**src/sv/mths_pkg.sv**
```systemverilog
`timescale 1ns / 1ps
// shared types and constants for the mechanism token header strip block
// no dependencies

package mths_pkg;

  localparam int unsigned LENGTH_BITS_DEF   = 32;
  localparam int unsigned MAX_OID_BYTES_DEF = 16;
  localparam int unsigned RES_FIFO_DEPTH    = 4;

  localparam int unsigned OID_LEN_W   = 5;
  localparam int unsigned OID_STORE_W = 64;
  localparam int unsigned CFG_ADDR_W  = 5;
  localparam int unsigned CFG_DATA_W  = 64;

  localparam logic [7:0] OUTER_TAG      = 8'h60;
  localparam logic [7:0] OID_TAG        = 8'h06;
  localparam logic [7:0] LONG_FORM      = 8'h80;
  localparam logic [7:0] LEN_COUNT_MASK = 8'h7f;

  typedef enum logic [1:0] {
    REG_OID_LEN  = 2'd0,
    REG_OID_LOW  = 2'd1,
    REG_OID_HIGH = 2'd2
  } reg_idx_e;

  typedef enum logic [2:0] {
    PH_OUTER     = 3'd0,
    PH_LEN_FIRST = 3'd1,
    PH_LEN_MORE  = 3'd2,
    PH_OID_TAG   = 3'd3,
    PH_OID_LEN   = 3'd4,
    PH_OID_BODY  = 3'd5,
    PH_PAYLOAD   = 3'd6,
    PH_DRAIN     = 3'd7
  } phase_e;

  typedef enum logic [1:0] {
    ST_COMPLETE = 2'd0,
    ST_DEFECT   = 2'd1,
    ST_MISMATCH = 2'd2
  } status_e;

  typedef enum logic {
    KIND_PAYLOAD = 1'b0,
    KIND_STATUS  = 1'b1
  } kind_e;

  typedef struct packed {
    logic [OID_LEN_W-1:0]   oid_len;
    logic [OID_STORE_W-1:0] oid_low;
    logic [OID_STORE_W-1:0] oid_high;
  } cfg_t;

  typedef struct packed {
    kind_e      kind;
    logic [7:0] payload_byte;
    status_e    status;
    logic       final_res;
  } res_t;

  typedef struct packed {
    logic [1:0] cnt;
    res_t       first;
    res_t       second;
  } push_t;

endpackage

```
**src/sv/mths_if.sv**
```systemverilog
`timescale 1ns / 1ps
// valid/ready channel interfaces for token bytes in and result words out
// no dependencies

interface mths_tok_if;
  logic       valid;
  logic       ready;
  logic [7:0] token_byte;
  logic       token_end;

  modport source (output valid, output token_byte, output token_end, input ready);
  modport sink   (input valid, input token_byte, input token_end, output ready);
endinterface

interface mths_res_if;
  logic       valid;
  logic       ready;
  logic       kind;
  logic [7:0] payload_byte;
  logic [1:0] status;
  logic       final_res;

  modport source (output valid, output kind, output payload_byte, output status,
                  output final_res, input ready);
  modport sink   (input valid, input kind, input payload_byte, input status,
                  input final_res, output ready);
endinterface

```
**src/sv/mech_token_header_strip_core.sv**
```systemverilog
`timescale 1ns / 1ps
// top level of the mechanism token header strip block
// depends on mths_pkg, mths_if, mths_cfg_regs, mths_parser, mths_res_fifo
//
// usage:
// tok_i carries one token byte per word, token_end set on the last byte.
// res_o carries result words: payload bytes found after the oid while the
// oid matches (kind 0), and one status word (kind 1, final_res set) for
// the last byte of each token, after that byte's payload word if any.
// the apb port writes expected oid length (0x00), oid bytes 0-7 (0x08) and
// oid bytes 8-15 (0x10); write only while no token byte is in flight.
// a result word passes through the input register and the result queue
// before it is valid on res_o.
// throughput: one byte per cycle while the queue has room; a last byte with
// a payload word pushes two words, absorbed by the four-word result queue.
// the parser state updates from the input register as each byte leaves it.
// reset clears the parser to wait for an outer tag, empties the queue and
// zeroes the registers. when the receiver stalls, words collect in the
// queue; tok_i.ready drops with a byte held and fewer than two slots free.

module mech_token_header_strip_core #(
  parameter int unsigned LENGTH_BITS   = mths_pkg::LENGTH_BITS_DEF,
  parameter int unsigned MAX_OID_BYTES = mths_pkg::MAX_OID_BYTES_DEF
) (
  input  logic                            clk_i,
  input  logic                            rst_ni,
  mths_tok_if.sink                        tok_i,
  mths_res_if.source                      res_o,
  input  logic                            psel,
  input  logic                            penable,
  input  logic                            pwrite,
  input  logic [mths_pkg::CFG_ADDR_W-1:0] paddr,
  input  logic [mths_pkg::CFG_DATA_W-1:0] pwdata,
  output logic [mths_pkg::CFG_DATA_W-1:0] prdata,
  output logic                            pready
);

  mths_pkg::cfg_t  cfg;
  mths_pkg::push_t push;
  logic            room;

  mths_cfg_regs u_cfg (
    .clk_i   (clk_i),
    .rst_ni  (rst_ni),
    .psel    (psel),
    .penable (penable),
    .pwrite  (pwrite),
    .paddr   (paddr),
    .pwdata  (pwdata),
    .prdata  (prdata),
    .pready  (pready),
    .cfg_o   (cfg)
  );

  mths_parser #(
    .LENGTH_BITS   (LENGTH_BITS),
    .MAX_OID_BYTES (MAX_OID_BYTES)
  ) u_parser (
    .clk_i  (clk_i),
    .rst_ni (rst_ni),
    .tok_i  (tok_i),
    .cfg_i  (cfg),
    .room_i (room),
    .push_o (push)
  );

  mths_res_fifo u_fifo (
    .clk_i  (clk_i),
    .rst_ni (rst_ni),
    .push_i (push),
    .room_o (room),
    .res_o  (res_o)
  );

endmodule

```
**src/sv/mths_cfg_regs.sv**
```systemverilog
`timescale 1ns / 1ps
// apb register file holding the expected mechanism oid
// depends on mths_pkg

module mths_cfg_regs (
  input  logic                            clk_i,
  input  logic                            rst_ni,
  input  logic                            psel,
  input  logic                            penable,
  input  logic                            pwrite,
  input  logic [mths_pkg::CFG_ADDR_W-1:0] paddr,
  input  logic [mths_pkg::CFG_DATA_W-1:0] pwdata,
  output logic [mths_pkg::CFG_DATA_W-1:0] prdata,
  output logic                            pready,
  output mths_pkg::cfg_t                  cfg_o
);

  mths_pkg::cfg_t   cfg_q, cfg_d;
  mths_pkg::reg_idx_e idx;
  logic             wr_en;

  assign idx    = mths_pkg::reg_idx_e'(paddr[4:3]);
  assign wr_en  = psel && penable && pwrite;
  assign pready = 1'b1;
  assign cfg_o  = cfg_q;

  always_comb begin
    cfg_d = cfg_q;
    if (wr_en) begin
      case (idx)
        mths_pkg::REG_OID_LEN:  cfg_d.oid_len  = pwdata[mths_pkg::OID_LEN_W-1:0];
        mths_pkg::REG_OID_LOW:  cfg_d.oid_low  = pwdata;
        mths_pkg::REG_OID_HIGH: cfg_d.oid_high = pwdata;
        default: ;
      endcase
    end
  end

  always_comb begin
    case (idx)
      mths_pkg::REG_OID_LEN:  prdata = mths_pkg::CFG_DATA_W'(cfg_q.oid_len);
      mths_pkg::REG_OID_LOW:  prdata = cfg_q.oid_low;
      mths_pkg::REG_OID_HIGH: prdata = cfg_q.oid_high;
      default:                prdata = '0;
    endcase
  end

  always_ff @(posedge clk_i or negedge rst_ni) begin
    if (!rst_ni) begin
      cfg_q <= '0;
    end else begin
      cfg_q <= cfg_d;
    end
  end

endmodule

```
**src/sv/mths_parser.sv**
```systemverilog
`timescale 1ns / 1ps
// input register and header parser: tag, der length, oid compare, payload pass
// depends on mths_pkg and mths_tok_if

module mths_parser #(
  parameter int unsigned LENGTH_BITS   = mths_pkg::LENGTH_BITS_DEF,
  parameter int unsigned MAX_OID_BYTES = mths_pkg::MAX_OID_BYTES_DEF
) (
  input  logic            clk_i,
  input  logic            rst_ni,
  mths_tok_if.sink        tok_i,
  input  mths_pkg::cfg_t  cfg_i,
  input  logic            room_i,
  output mths_pkg::push_t push_o
);

  logic       st_valid_q, st_valid_d;
  logic [7:0] byte_q;
  logic       end_q;
  logic       fire;

  mths_pkg::phase_e phase_q, phase_n, phase_d;
  logic [6:0]             lbl_q, lbl_n, lbl_d;
  logic [LENGTH_BITS-1:0] decl_q, decl_n, decl_d;
  logic [LENGTH_BITS-1:0] bal_q, bal_n, bal_d;
  logic [6:0]             obl_q, obl_n, obl_d;
  logic [6:0]             pos_q, pos_n, pos_d;
  logic                   mism_q, mism_n, mism_d;
  logic                   defect_q, defect_n, defect_d;

  logic [2*mths_pkg::OID_STORE_W-1:0] oid_all;
  logic [7:0]                         exp_byte;
  mths_pkg::res_t                     pay_res, stat_res;
  mths_pkg::status_e                  stat;
  logic                               send_pay;

  assign fire        = st_valid_q && room_i;
  assign tok_i.ready = !st_valid_q || room_i;
  assign st_valid_d  = (tok_i.valid && tok_i.ready) ? 1'b1 : (fire ? 1'b0 : st_valid_q);

  assign oid_all  = {cfg_i.oid_high, cfg_i.oid_low};
  assign exp_byte = oid_all[{pos_q[3:0], 3'b000} +: 8];

  // next state
  always_comb begin
    phase_n  = phase_q;
    lbl_n    = lbl_q;
    decl_n   = decl_q;
    bal_n    = bal_q;
    obl_n    = obl_q;
    pos_n    = pos_q;
    mism_n   = mism_q;
    defect_n = defect_q;

    if (phase_q >= mths_pkg::PH_OID_TAG && phase_q <= mths_pkg::PH_PAYLOAD && bal_q != '1) begin
      bal_n = bal_q + LENGTH_BITS'(1);
    end

    unique case (phase_q)
      mths_pkg::PH_OUTER: begin
        if (byte_q == mths_pkg::OUTER_TAG) begin
          phase_n = mths_pkg::PH_LEN_FIRST;
        end else begin
          defect_n = 1'b1;
          phase_n  = mths_pkg::PH_DRAIN;
        end
      end
      mths_pkg::PH_LEN_FIRST: begin
        if ((byte_q & mths_pkg::LONG_FORM) == '0) begin
          decl_n  = LENGTH_BITS'(byte_q);
          phase_n = mths_pkg::PH_OID_TAG;
        end else begin
          lbl_n   = byte_q[6:0];
          decl_n  = '0;
          phase_n = (byte_q[6:0] == '0) ? mths_pkg::PH_OID_TAG : mths_pkg::PH_LEN_MORE;
        end
      end
      mths_pkg::PH_LEN_MORE: begin
        if (decl_q[LENGTH_BITS-1 -: 8] != '0) begin
          defect_n = 1'b1;
          phase_n  = mths_pkg::PH_DRAIN;
        end else begin
          decl_n = {decl_q[LENGTH_BITS-9:0], byte_q};
          lbl_n  = lbl_q - 7'd1;
          if (lbl_q == 7'd1) begin
            phase_n = mths_pkg::PH_OID_TAG;
          end
        end
      end
      mths_pkg::PH_OID_TAG: begin
        if (byte_q == mths_pkg::OID_TAG) begin
          phase_n = mths_pkg::PH_OID_LEN;
        end else begin
          defect_n = 1'b1;
          phase_n  = mths_pkg::PH_DRAIN;
        end
      end
      mths_pkg::PH_OID_LEN: begin
        if ((byte_q & mths_pkg::LONG_FORM) != '0) begin
          defect_n = 1'b1;
          phase_n  = mths_pkg::PH_DRAIN;
        end else begin
          obl_n   = byte_q[6:0];
          pos_n   = '0;
          mism_n  = (byte_q != 8'(cfg_i.oid_len));
          phase_n = (byte_q == '0) ? mths_pkg::PH_PAYLOAD : mths_pkg::PH_OID_BODY;
        end
      end
      mths_pkg::PH_OID_BODY: begin
        if (pos_q >= 7'(MAX_OID_BYTES) || byte_q != exp_byte) begin
          mism_n = 1'b1;
        end
        pos_n = pos_q + 7'd1;
        obl_n = obl_q - 7'd1;
        if (obl_q == 7'd1) begin
          phase_n = mths_pkg::PH_PAYLOAD;
        end
      end
      mths_pkg::PH_PAYLOAD, mths_pkg::PH_DRAIN: ;
    endcase

    if (fire && end_q) begin
      phase_d  = mths_pkg::PH_OUTER;
      lbl_d    = '0;
      decl_d   = '0;
      bal_d    = '0;
      obl_d    = '0;
      pos_d    = '0;
      mism_d   = 1'b0;
      defect_d = 1'b0;
    end else if (fire) begin
      phase_d  = phase_n;
      lbl_d    = lbl_n;
      decl_d   = decl_n;
      bal_d    = bal_n;
      obl_d    = obl_n;
      pos_d    = pos_n;
      mism_d   = mism_n;
      defect_d = defect_n;
    end else begin
      phase_d  = phase_q;
      lbl_d    = lbl_q;
      decl_d   = decl_q;
      bal_d    = bal_q;
      obl_d    = obl_q;
      pos_d    = pos_q;
      mism_d   = mism_q;
      defect_d = defect_q;
    end
  end

  // result words
  always_comb begin
    send_pay = (phase_q == mths_pkg::PH_PAYLOAD) && !mism_q;

    if (defect_n || phase_n != mths_pkg::PH_PAYLOAD || bal_n == '1 || bal_n != decl_n) begin
      stat = mths_pkg::ST_DEFECT;
    end else if (mism_n) begin
      stat = mths_pkg::ST_MISMATCH;
    end else begin
      stat = mths_pkg::ST_COMPLETE;
    end

    pay_res.kind          = mths_pkg::KIND_PAYLOAD;
    pay_res.payload_byte  = byte_q;
    pay_res.status        = mths_pkg::ST_COMPLETE;
    pay_res.final_res     = 1'b0;
    stat_res.kind         = mths_pkg::KIND_STATUS;
    stat_res.payload_byte = '0;
    stat_res.status       = stat;
    stat_res.final_res    = 1'b1;

    push_o.cnt    = 2'd0;
    push_o.first  = pay_res;
    push_o.second = stat_res;
    if (fire) begin
      if (send_pay) begin
        push_o.cnt = end_q ? 2'd2 : 2'd1;
      end else if (end_q) begin
        push_o.cnt   = 2'd1;
        push_o.first = stat_res;
      end
    end
  end

  always_ff @(posedge clk_i) begin
    if (tok_i.valid && tok_i.ready) begin
      byte_q <= tok_i.token_byte;
      end_q  <= tok_i.token_end;
    end
  end

  always_ff @(posedge clk_i or negedge rst_ni) begin
    if (!rst_ni) begin
      st_valid_q <= 1'b0;
      phase_q    <= mths_pkg::PH_OUTER;
      lbl_q      <= '0;
      decl_q     <= '0;
      bal_q      <= '0;
      obl_q      <= '0;
      pos_q      <= '0;
      mism_q     <= 1'b0;
      defect_q   <= 1'b0;
    end else begin
      st_valid_q <= st_valid_d;
      phase_q    <= phase_d;
      lbl_q      <= lbl_d;
      decl_q     <= decl_d;
      bal_q      <= bal_d;
      obl_q      <= obl_d;
      pos_q      <= pos_d;
      mism_q     <= mism_d;
      defect_q   <= defect_d;
    end
  end

endmodule

```
**src/sv/mths_res_fifo.sv**
```systemverilog
`timescale 1ns / 1ps
// small result queue taking up to two words per cycle, one out per handshake
// depends on mths_pkg and mths_res_if

module mths_res_fifo #(
  parameter int unsigned DEPTH = mths_pkg::RES_FIFO_DEPTH
) (
  input  logic            clk_i,
  input  logic            rst_ni,
  input  mths_pkg::push_t push_i,
  output logic            room_o,
  mths_res_if.source      res_o
);

  localparam int unsigned PTR_W = $clog2(DEPTH);
  localparam int unsigned CNT_W = $clog2(DEPTH + 1);

  mths_pkg::res_t   mem_q [DEPTH];
  logic [PTR_W-1:0] wr_q, wr_d, rd_q, rd_d, wr_next;
  logic [CNT_W-1:0] cnt_q, cnt_d;
  logic             pop;
  mths_pkg::res_t   head;

  assign head    = mem_q[rd_q];
  assign pop     = res_o.valid && res_o.ready;
  assign room_o  = cnt_q <= CNT_W'(DEPTH - 2);
  assign wr_next = wr_q + PTR_W'(1);
  assign wr_d    = wr_q + PTR_W'(push_i.cnt);
  assign rd_d    = rd_q + PTR_W'(pop);
  assign cnt_d   = cnt_q + CNT_W'(push_i.cnt) - CNT_W'(pop);

  assign res_o.valid        = cnt_q != '0;
  assign res_o.kind         = head.kind;
  assign res_o.payload_byte = head.payload_byte;
  assign res_o.status       = head.status;
  assign res_o.final_res    = head.final_res;

  always_ff @(posedge clk_i) begin
    if (push_i.cnt != 2'd0) begin
      mem_q[wr_q] <= push_i.first;
    end
    if (push_i.cnt == 2'd2) begin
      mem_q[wr_next] <= push_i.second;
    end
  end

  always_ff @(posedge clk_i or negedge rst_ni) begin
    if (!rst_ni) begin
      wr_q  <= '0;
      rd_q  <= '0;
      cnt_q <= '0;
    end else begin
      wr_q  <= wr_d;
      rd_q  <= rd_d;
      cnt_q <= cnt_d;
    end
  end

endmodule

```
**src/flat_wrapper.sv**
```systemverilog
// flat-port wrapper written by rule: the top's interface ports become plain ports
module mech_token_header_strip_core_flat 
#(
  parameter int unsigned LENGTH_BITS   = mths_pkg::LENGTH_BITS_DEF,
  parameter int unsigned MAX_OID_BYTES = mths_pkg::MAX_OID_BYTES_DEF
)
  (clk_i, rst_ni, psel, penable, pwrite, paddr, pwdata, prdata, pready, tok_i_valid, tok_i_token_byte, tok_i_token_end, tok_i_ready, res_o_valid, res_o_kind, res_o_payload_byte, res_o_status, res_o_final_res, res_o_ready);
  mths_tok_if tok_i_i ();
  mths_res_if res_o_i ();
  input  logic clk_i;
  input  logic rst_ni;
  input  logic psel;
  input  logic penable;
  input  logic pwrite;
  input  logic [mths_pkg::CFG_ADDR_W-1:0] paddr;
  input  logic [mths_pkg::CFG_DATA_W-1:0] pwdata;
  output logic [mths_pkg::CFG_DATA_W-1:0] prdata;
  output logic pready;
  input wire logic [$bits(tok_i_i.valid)-1:0] tok_i_valid;
  input wire logic [$bits(tok_i_i.token_byte)-1:0] tok_i_token_byte;
  input wire logic [$bits(tok_i_i.token_end)-1:0] tok_i_token_end;
  output wire logic [$bits(tok_i_i.ready)-1:0] tok_i_ready;
  output wire logic [$bits(res_o_i.valid)-1:0] res_o_valid;
  output wire logic [$bits(res_o_i.kind)-1:0] res_o_kind;
  output wire logic [$bits(res_o_i.payload_byte)-1:0] res_o_payload_byte;
  output wire logic [$bits(res_o_i.status)-1:0] res_o_status;
  output wire logic [$bits(res_o_i.final_res)-1:0] res_o_final_res;
  input wire logic [$bits(res_o_i.ready)-1:0] res_o_ready;
  assign tok_i_i.valid = tok_i_valid;
  assign tok_i_i.token_byte = tok_i_token_byte;
  assign tok_i_i.token_end = tok_i_token_end;
  assign tok_i_ready = tok_i_i.ready;
  assign res_o_valid = res_o_i.valid;
  assign res_o_kind = res_o_i.kind;
  assign res_o_payload_byte = res_o_i.payload_byte;
  assign res_o_status = res_o_i.status;
  assign res_o_final_res = res_o_i.final_res;
  assign res_o_i.ready = res_o_ready;
  mech_token_header_strip_core #(.LENGTH_BITS(LENGTH_BITS), .MAX_OID_BYTES(MAX_OID_BYTES)) u_core (.clk_i(clk_i), .rst_ni(rst_ni), .tok_i(tok_i_i), .res_o(res_o_i), .psel(psel), .penable(penable), .pwrite(pwrite), .paddr(paddr), .pwdata(pwdata), .prdata(prdata), .pready(pready));
endmodule
```
**config.mk**
```make
export PLATFORM = sky130hd
export DESIGN_NAME = mech_token_header_strip_core_flat
export DESIGN_NICKNAME = d
export VERILOG_FILES = /design/src/sv/mths_pkg.sv /design/src/sv/mths_if.sv /design/src/sv/mech_token_header_strip_core.sv /design/src/sv/mths_cfg_regs.sv /design/src/sv/mths_parser.sv /design/src/sv/mths_res_fifo.sv /design/src/flat_wrapper.sv
export SDC_FILE = /design/constraint.sdc
export NUM_CORES = 1
export LEC_CHECK = 0
export BUFFER_PORTS_ARGS = -buffer_cell sky130_fd_sc_hd__buf_2
export CORE_MARGIN = 5
export CORE_UTILIZATION = 54
export DETAILED_ROUTE_END_ITERATION = 10
export PLACE_DENSITY = 0.86
export SYNTH_ARGS = -nofsm -noshare
export SYNTH_HDL_FRONTEND = slang
export SYNTH_SLANG_ARGS = --single-unit
export TNS_END_PERCENT = 1
```
**constraint.sdc**
```tcl
create_clock -name clk_i -period 3.7 [get_ports clk_i]
set_input_delay 0.37 -clock clk_i [delete_from_list [all_inputs] [get_ports clk_i]]
set_output_delay 0.37 -clock clk_i [all_outputs]
set_load 0.05 [all_outputs]
```
==> out/summary.txt, run 1 <==
initial antenna violation count: 3
final net count: 1936
WL final: 51460 µm
mapped cell area: 16050 µm²
Worst Hold Margin: 0.02439 ns
Area growth, synth to finish: 21.64%
ratio of cells with drive above 1 in the final layout: 32.99%
DRT iter0 DRCs: 1556
post-synthesis sequential element count: 284
WL met1: 19540 µm
via count: 14670
pwr/cell area: 693.2 nW/µm²
final hold viol count: 0
worst-skew pair later-pin latency: 0.59 ns
Bufs on Longest Clock Path: 3
PnR Total Power: 13.54 mW
Buf/Inv on CP: 3
most frequent cell after synthesis: dfrtp_1
Pleak: 8.386 nW
fmax: 273.2 MHz
Post-synth ARST share: 81.34%
crit path cell chain: buf_6, nand3b_1, a2111oi_4, buf_4, o31ai_2, buf_4, or3_4, xor2_2, or3_4, or4_4, o311ai_4, nor4b_2
htree depth: 1
synth top area cells: dfrtp_1 36%, mux2_2 9.4%, mux4_2 6.9%
post-layout instance area: 19530 µm²
drt wl/cell: 22.86 µm
clk slew on worst S/H paths: 0.06 ns
Horiz. Die Dim: 182.4 µm
FP Rows: 63
Overall Global Routing Usage: 30.23%
clk root buf: clkbuf_16
Die ar.: 33280 µm²
DPL Wire Length: 36150 µm
Hold WC Path Type: in -> reg
RR Startpoint: u_core.u_parser.phase_q[2]
cts bufs inserted: 31
top_reg_cell synth: dfrtp_1
IO Port Bufs: 159
dpl cell area: 18210 µm²
core area: 29480 µm²
die height: 182.4 µm
crit start category: flip-flop
worst-path fanout max: 4
first-pass GRT wire length: 81370 µm
sequential-to-total area share from yosys stat: 43.68%
Worst VDD drop: 559.9 µV
status: finished, final reports clean
synth cell count leaders: 231 x dfrtp_1, 147 x nor2_1, 134 x mux2_2
cell taking the most area after synthesis: dfrtp_1
first-pass detailed-route iteration total: 6
fin. max-slew vios: 0
unique cell type count in the Yosys netlist: 75
critical path type: reg -> reg
# IOs: 164
routed wl met3: 5254 µm
Final setup viols: 0
EDFF count, synth: 17
Pint: 7.866 mW
clock power share: 21.9%
launch point of the worst path: u_core.u_parser.phase_q[2]
slowest stage delay, CP: 0.44 ns
crit path DAT: 3.96 ns
Initial Util: 54.46%
setup TNS: 0 ns
syn avg cell area: 10.15 µm²
MaxCap Viol Count: 0
HP Start: pwdata[56]
Final min period: 3.660 ns
part of the power in registers: 34.4%
post-layout util: 66.24%
Slew HR: 34.78%
total clock sinks: 284
drt drc: 0
met2 WL: 24390 µm
Critical-path top delay cell: or4_4
crit share post-route: 98.93%
crit-path leading delay family: simple AND/OR/NAND/NOR gates
Ys Warns: 0
switch share: 41.90%
endpoint class of the critical path: flip-flop
Worst EP required: 4.00 ns
gpl congestion: 0.9710
setup repair after global routing missed its margin: yes
Clock Skew: 0.03000 ns
share of total power in combinational logic: 43.7%
grt total ovfl: 0
routed vias/inst: 6.515
Sw Pwr: 5.672 mW
syn_nets: 1682
worst slew pin tran: 0.9784 ns
vias in the first global route: 14640
Gate Count Post-Synth: 1582
max layer used: met5
CTS tree: built
Synth top area share: 36.01%
Antenna Cells: 0
largest net degree at the start of global routing: 119
Detail Route Antenna Nets: 0
## per-layer routing
| layer | GRT usage, % | vias up |
|---|---|---|
| li1 | - | 6382 |
| met1 | 39.23 | 7210 |
| met2 | 49.51 | 880 |
| met3 | 7.395 | 188 |
| met4 | 11.38 | 6 |
| met5 | 0 | - |
## power groups by stage
stage / clock network [mW] / registers [mW] / logic (mW)
after CTS: 2.98 / 4.62 / 5.76
after global placement: 0 / 4.57 / 5.42
after detailed placement: 0 / 4.66 / 5.61
after floorplan: 0 / 4.32 / 4.09
final: 2.96 / 4.66 / 5.92
after global routing: 3.13 / 4.72 / 6.36
## registers in the layout (all words and copies together) (netlist names), 2 cells and up
register	flops
u_core.u_cfg.cfg_o	133
u_core.u_fifo.mem_q	44
u_core.u_parser.bal_q	32
u_core.u_parser.decl_q	32
u_core.u_parser.byte_q	8
u_core.u_parser.lbl_q	7
u_core.u_parser.obl_q	7
u_core.u_parser.pos_q	7
u_core.u_fifo.cnt_q	3
u_core.u_parser.phase_q	3
u_core.u_fifo.rd_q	2
u_core.u_fifo.wr_q	2
## layout make-up
cell class              instances  area [µm²]
clock buffers                  47       865.8
clock inverters                11       90.09
repair buffers                344        2276
fillers                      2270        9952
well taps                     390       488.0
multi-input cells            1150        8700
flip-flops and latches        284        7015
inverters                      25       93.84
## worst paths after layout
check	slack, ns	to	depth (start not counted)
max in group asynchronous	2.31	u_core.u_cfg.cfg_o[9]	3
min in group asynchronous	0.42	u_core.u_parser.bal_q[12]	2
hold reg to reg	0.47	u_core.u_fifo.mem_q[2][0]	1
hold / removal	0.02	u_core.u_cfg.cfg_o[120]	2
setup / recovery	0.04	u_core.u_fifo.mem_q[2][2]	12
setup reg to reg	0.04	u_core.u_fifo.mem_q[2][2]	12
## cell usage in the layout (no fill, tap or decap), types with 15 or more instances in the layout
cell	instances
nor3_1	35
nand3_1	34
mux2_2	134
a22oi_1	24
edfxtp_1	17
inv_1	24
nand4_1	15
xnor2_1	36
a21oi_1	107
dfrtp_1	228
o21ai_0	91
buf_4	169
nor4_1	21
nand2_1	111
or3_1	18
buf_2	158
a22o_1	71
clkbuf_16	31
mux4_2	49
xor2_1	25
nor2_1	146
dfxtp_1	36
## repair_timing
| item | 4_1_cts | 5_1_grt |
|---|---|---|
| endpoints found under the hold margin | 126 | 0 |
| pin swaps | 8 | 14 |
| setup buffers | 5 | 5 |
| resized for setup | 18 | 21 |
| hold buffers | 11 | 0 |
| endpoints found under the setup margin | 8 | 8 |
## metrics by stage
step / cells / worst slack, ns
floorplan: 1582 / 0.02430
global placement: 2173 / -0.04281
detailed placement: 2173 / -0.1175
CTS: 2247 / 0.0002078
global route: 2251 / -0.04417
finish: 2251 / 0.03972
## logic make-up (layout without fill, tap and decap cells)
kind of cell	count (synthesis)	in the layout	synth area share, %
adders and majority gates	15	15	1.216
other	1	1	0.02336
DFF	284	284	43.68
buffers and inverters	148	427	3.593
muxes	197	197	17.15
and+or+nand+nor	483	483	14.75
AOI/OAI and AO/OA	390	390	15.94
xor gates and xnor gates	64	64	3.663
No activity file was read; power rests on OpenSTA's default activity.
==> inputs of run 2 (changes only) <==
==> constraint.sdc (replaced) <==
create_clock -name clk_i -period 3.7 [get_ports clk_i]
set_input_delay 0.37 -clock clk_i [delete_from_list [all_inputs] [get_ports clk_i]]
set_output_delay 0.37 -clock clk_i [all_outputs]
set_load 0.01 [all_outputs]
==> run 2 against run 1 <==
Compared with the run above:
- the run now ends with negative setup slack left
- clock skew shrank 0.012 ns
- register-to-register slack lost 0.13 ns
- final cell count shrank 0.13%
- combinational power shrank 9.6%
- total power shrank 3.3%
- clock power grew 4%
- clock-buffer cell count shrank 9
- wire length grew 0.41%
- critical endpoint is now u_core.u_fifo.mem_q[1][2]
- largest power group unchanged
==> out/summary.txt, run 2 (synthesis results as in run 1) <==
endpoint class of the critical path: flip-flop (unchanged)
drt wl/cell: 22.99 µm (was 22.86 µm)
worst slew pin tran: 0.9969 ns (was 0.9784 ns)
Buf/Inv on CP: 4 (was 3)
die height: 182.4 µm (unchanged)
switch share: 38.55% (was 41.90%)
CTS tree: built (unchanged)
crit start category: flip-flop (unchanged)
# IOs: 164 (unchanged)
WL final: 51670 µm (was 51460 µm)
crit-path leading delay family: simple AND/OR/NAND/NOR gates (unchanged)
ratio of cells with drive above 1 in the final layout: 32.96% (was 32.99%)
Area growth, synth to finish: 22.23% (was 21.64%)
Slew HR: 33.30% (was 34.78%)
Die ar.: 33280 µm² (unchanged)
Worst VDD drop: 514.8 µV (was 559.9 µV)
vias in the first global route: 14670 (was 14640)
first-pass detailed-route iteration total: 7 (was 6)
Layout fillers: 2162 (was 2270)
post-route insts no fill: 2248 (was 2251)
Final setup viols: 8 (was 0)
Detail Route Antenna Nets: 0 (unchanged)
crit path cell chain: ha_2, nand2_2, or4_4, buf_6, buf_6, o31ai_4, buf_6, nor3_4, xnor2_2, or3_4, or4_4, o311ai_4, buf_6, nor4b_4 (was buf_6, nand3b_1, a2111oi_4, buf_4, o31ai_2, buf_4, or3_4, xor2_2, or3_4, or4_4, o311ai_4, nor4b_2)
placed cells: 2168 (was 2173)
FP Rows: 63 (unchanged)
part of the power in registers: 35.5% (was 34.4%)
Final min period: 3.787 ns (was 3.660 ns)
fin. max-slew vios: 0 (unchanged)
share of total power in combinational logic: 40.9% (was 43.7%)
Clock Skew: 0.01809 ns (was 0.03000 ns)
R2R setup slack: -0.09 ns (was 0.04 ns)
clk slew on worst S/H paths: 0.06 ns (about the same)
Overall Global Routing Usage: 30.64% (was 30.23%)
core area: 29480 µm² (unchanged)
slowest stage delay, CP: 0.59 ns (was 0.44 ns)
clk root buf: clkbuf_16 (unchanged)
most frequent cells in the layout: 230 x dfrtp_1, 168 x buf_4, 158 x buf_2 (was 228 x dfrtp_1, 169 x buf_4, 158 x buf_2)
cts bufs inserted: 31 (unchanged)
DRT iter0 DRCs: 1410 (was 1556)
Sw Pwr: 5.046 mW (was 5.672 mW)
crit share post-route: 102.4% (was 98.93%)
status: finished, violations left (was finished, final reports clean)
Hold WC Path Type: in -> reg (unchanged)
initial antenna violation count: 2 (was 3)
IO Port Bufs: 159 (unchanged)
routed vias/inst: 6.502 (was 6.515)
most common cell after layout, fill and taps aside: dfrtp_1 (unchanged)
first-pass GRT wire length: 82330 µm (was 81370 µm)
crit path DAT: 4.11 ns (was 3.96 ns)
Horiz. Die Dim: 182.4 µm (unchanged)
final net count: 1937 (was 1936)
Pint: 8.045 mW (was 7.866 mW)
failing checks: negative setup slack
DPL Wire Length: 35880 µm (was 36150 µm)
setup repair after global routing missed its margin: yes (unchanged)
Pleak: 8.461 nW (was 8.386 nW)
htree depth: 1 (unchanged)
largest net degree at the start of global routing: 110 (was 119)
total clock sinks: 284 (unchanged)
clock power share: 23.6% (was 21.9%)
crit-path most repeated cell: buf_6
fin worst setup slack: -0.08710 ns (was 0.03972 ns)
post-layout util: 66.56% (was 66.24%)
max reg flops: 133 (unchanged)
Initial Util: 54.46% (unchanged)
Worst EP required: 4.02 ns (was 4.00 ns)
worst-path fanout max: 6 (was 4)
setup TNS: -0.4342 ns (was 0 ns)
Critical-path top delay cell: or4_4 (unchanged)
worst-skew pair later-pin latency: 0.58 ns (was 0.59 ns)
gpl congestion: 0.9762 (was 0.9710)
MaxCap Viol Count: 0 (unchanged)
fmax: 264.1 MHz (was 273.2 MHz)
grt total ovfl: 0 (unchanged)
via count: 14620 (was 14670)
final hold viol count: 0 (unchanged)
Bufs on Longest Clock Path: 3 (unchanged)
critical path type: reg -> reg (unchanged)
pwr/cell area: 667.1 nW/µm² (was 693.2 nW/µm²)
drt drc: 0 (unchanged)
[run 2: worst reg2reg max path: stages (launching register included)]
cell and delay, ns:
dfrtp_1 0.35, ha_2 0.20, nand2_2 0.06, or4_4 0.59, buf_6 0.16, buf_6 0.11, o31ai_4 0.26, buf_6 0.18
nor3_4 0.05, xnor2_2 0.16, or3_4 0.39, or4_4 0.53, o311ai_4 0.27, buf_6 0.17, nor4b_4 0.05
[run 2: path summary, 6_finish.rpt]
| check | cells past startpoint | endpoint | startpoint |
|---|---|---|---|
| max | 14 | u_core.u_fifo.mem_q[1][2] | u_core.u_parser.bal_q[1] |
| min | 2 | u_core.u_cfg.cfg_o[9] | pwdata[9] |
| max reg2reg | 14 | u_core.u_fifo.mem_q[1][2] | u_core.u_parser.bal_q[1] |
| min reg2reg | 1 | u_core.u_fifo.mem_q[0][0] | u_core.u_fifo.mem_q[0][0] |
| max in group asynchronous | 3 | u_core.u_cfg.cfg_o[95] | rst_ni |
| min in group asynchronous | 2 | u_core.u_parser.bal_q[0] | rst_ni |
[run 2: power groups by stage]
stage          Clock (mW)  Combinational (mW)  Sequential [mW]
6_report             3.09                5.35             4.64
5_1_grt              3.25                5.79             4.72
4_1_cts              3.13                5.14             4.61
3_5_place_dp            0                4.95             4.65
3_3_place_gp            0                4.75             4.56
2_1_floorplan           0                3.42             4.32
[run 2: timing repair]
item,in CTS,in global routing
hold buffers,11,0
resized for setup,16,31
hold endpoints to repair,114,0
endpoints found under the setup margin,4,8
setup buffers,8,7
pin swaps,9,15
cloned,1,0
[run 2: layout make-up]
cell class	instances	area, µm²	share of cell area (%)
multi-input combinational	1150	8753	44.61
sequential	284	7013	35.74
timing repair buffer	345	2273	11.59
clock buffer	38	822.0	4.189
tap	390	488.0	2.487
clock inverter	15	176.4	0.8991
inverter	25	93.84	0.4782
antenna	1	2.502	0.01275
[run 2: routing by layer]
metal / global-route usage, % / part of all wire (%)
met1: 39.57 / 38
met3: 5.920 / 9.1
met4: 11.80 / 4.7
met5: 0 / 0.015
met2: 51.40 / 49
[run 2: per-stage QoR]
stage	power [mW]	setup slack, ns	hold WS (ns)	area, µm²
floorplan	7.741	0.02430	0.07441	16070
global placement	9.315	-0.03618	0.4408	18140
detailed placement	9.598	-0.2281	0.4499	18140
CTS	12.88	0.003524	0.02133	19410
global route	13.75	-0.1485	0.02757	19620
finish	13.09	-0.08710	0.04414	19620
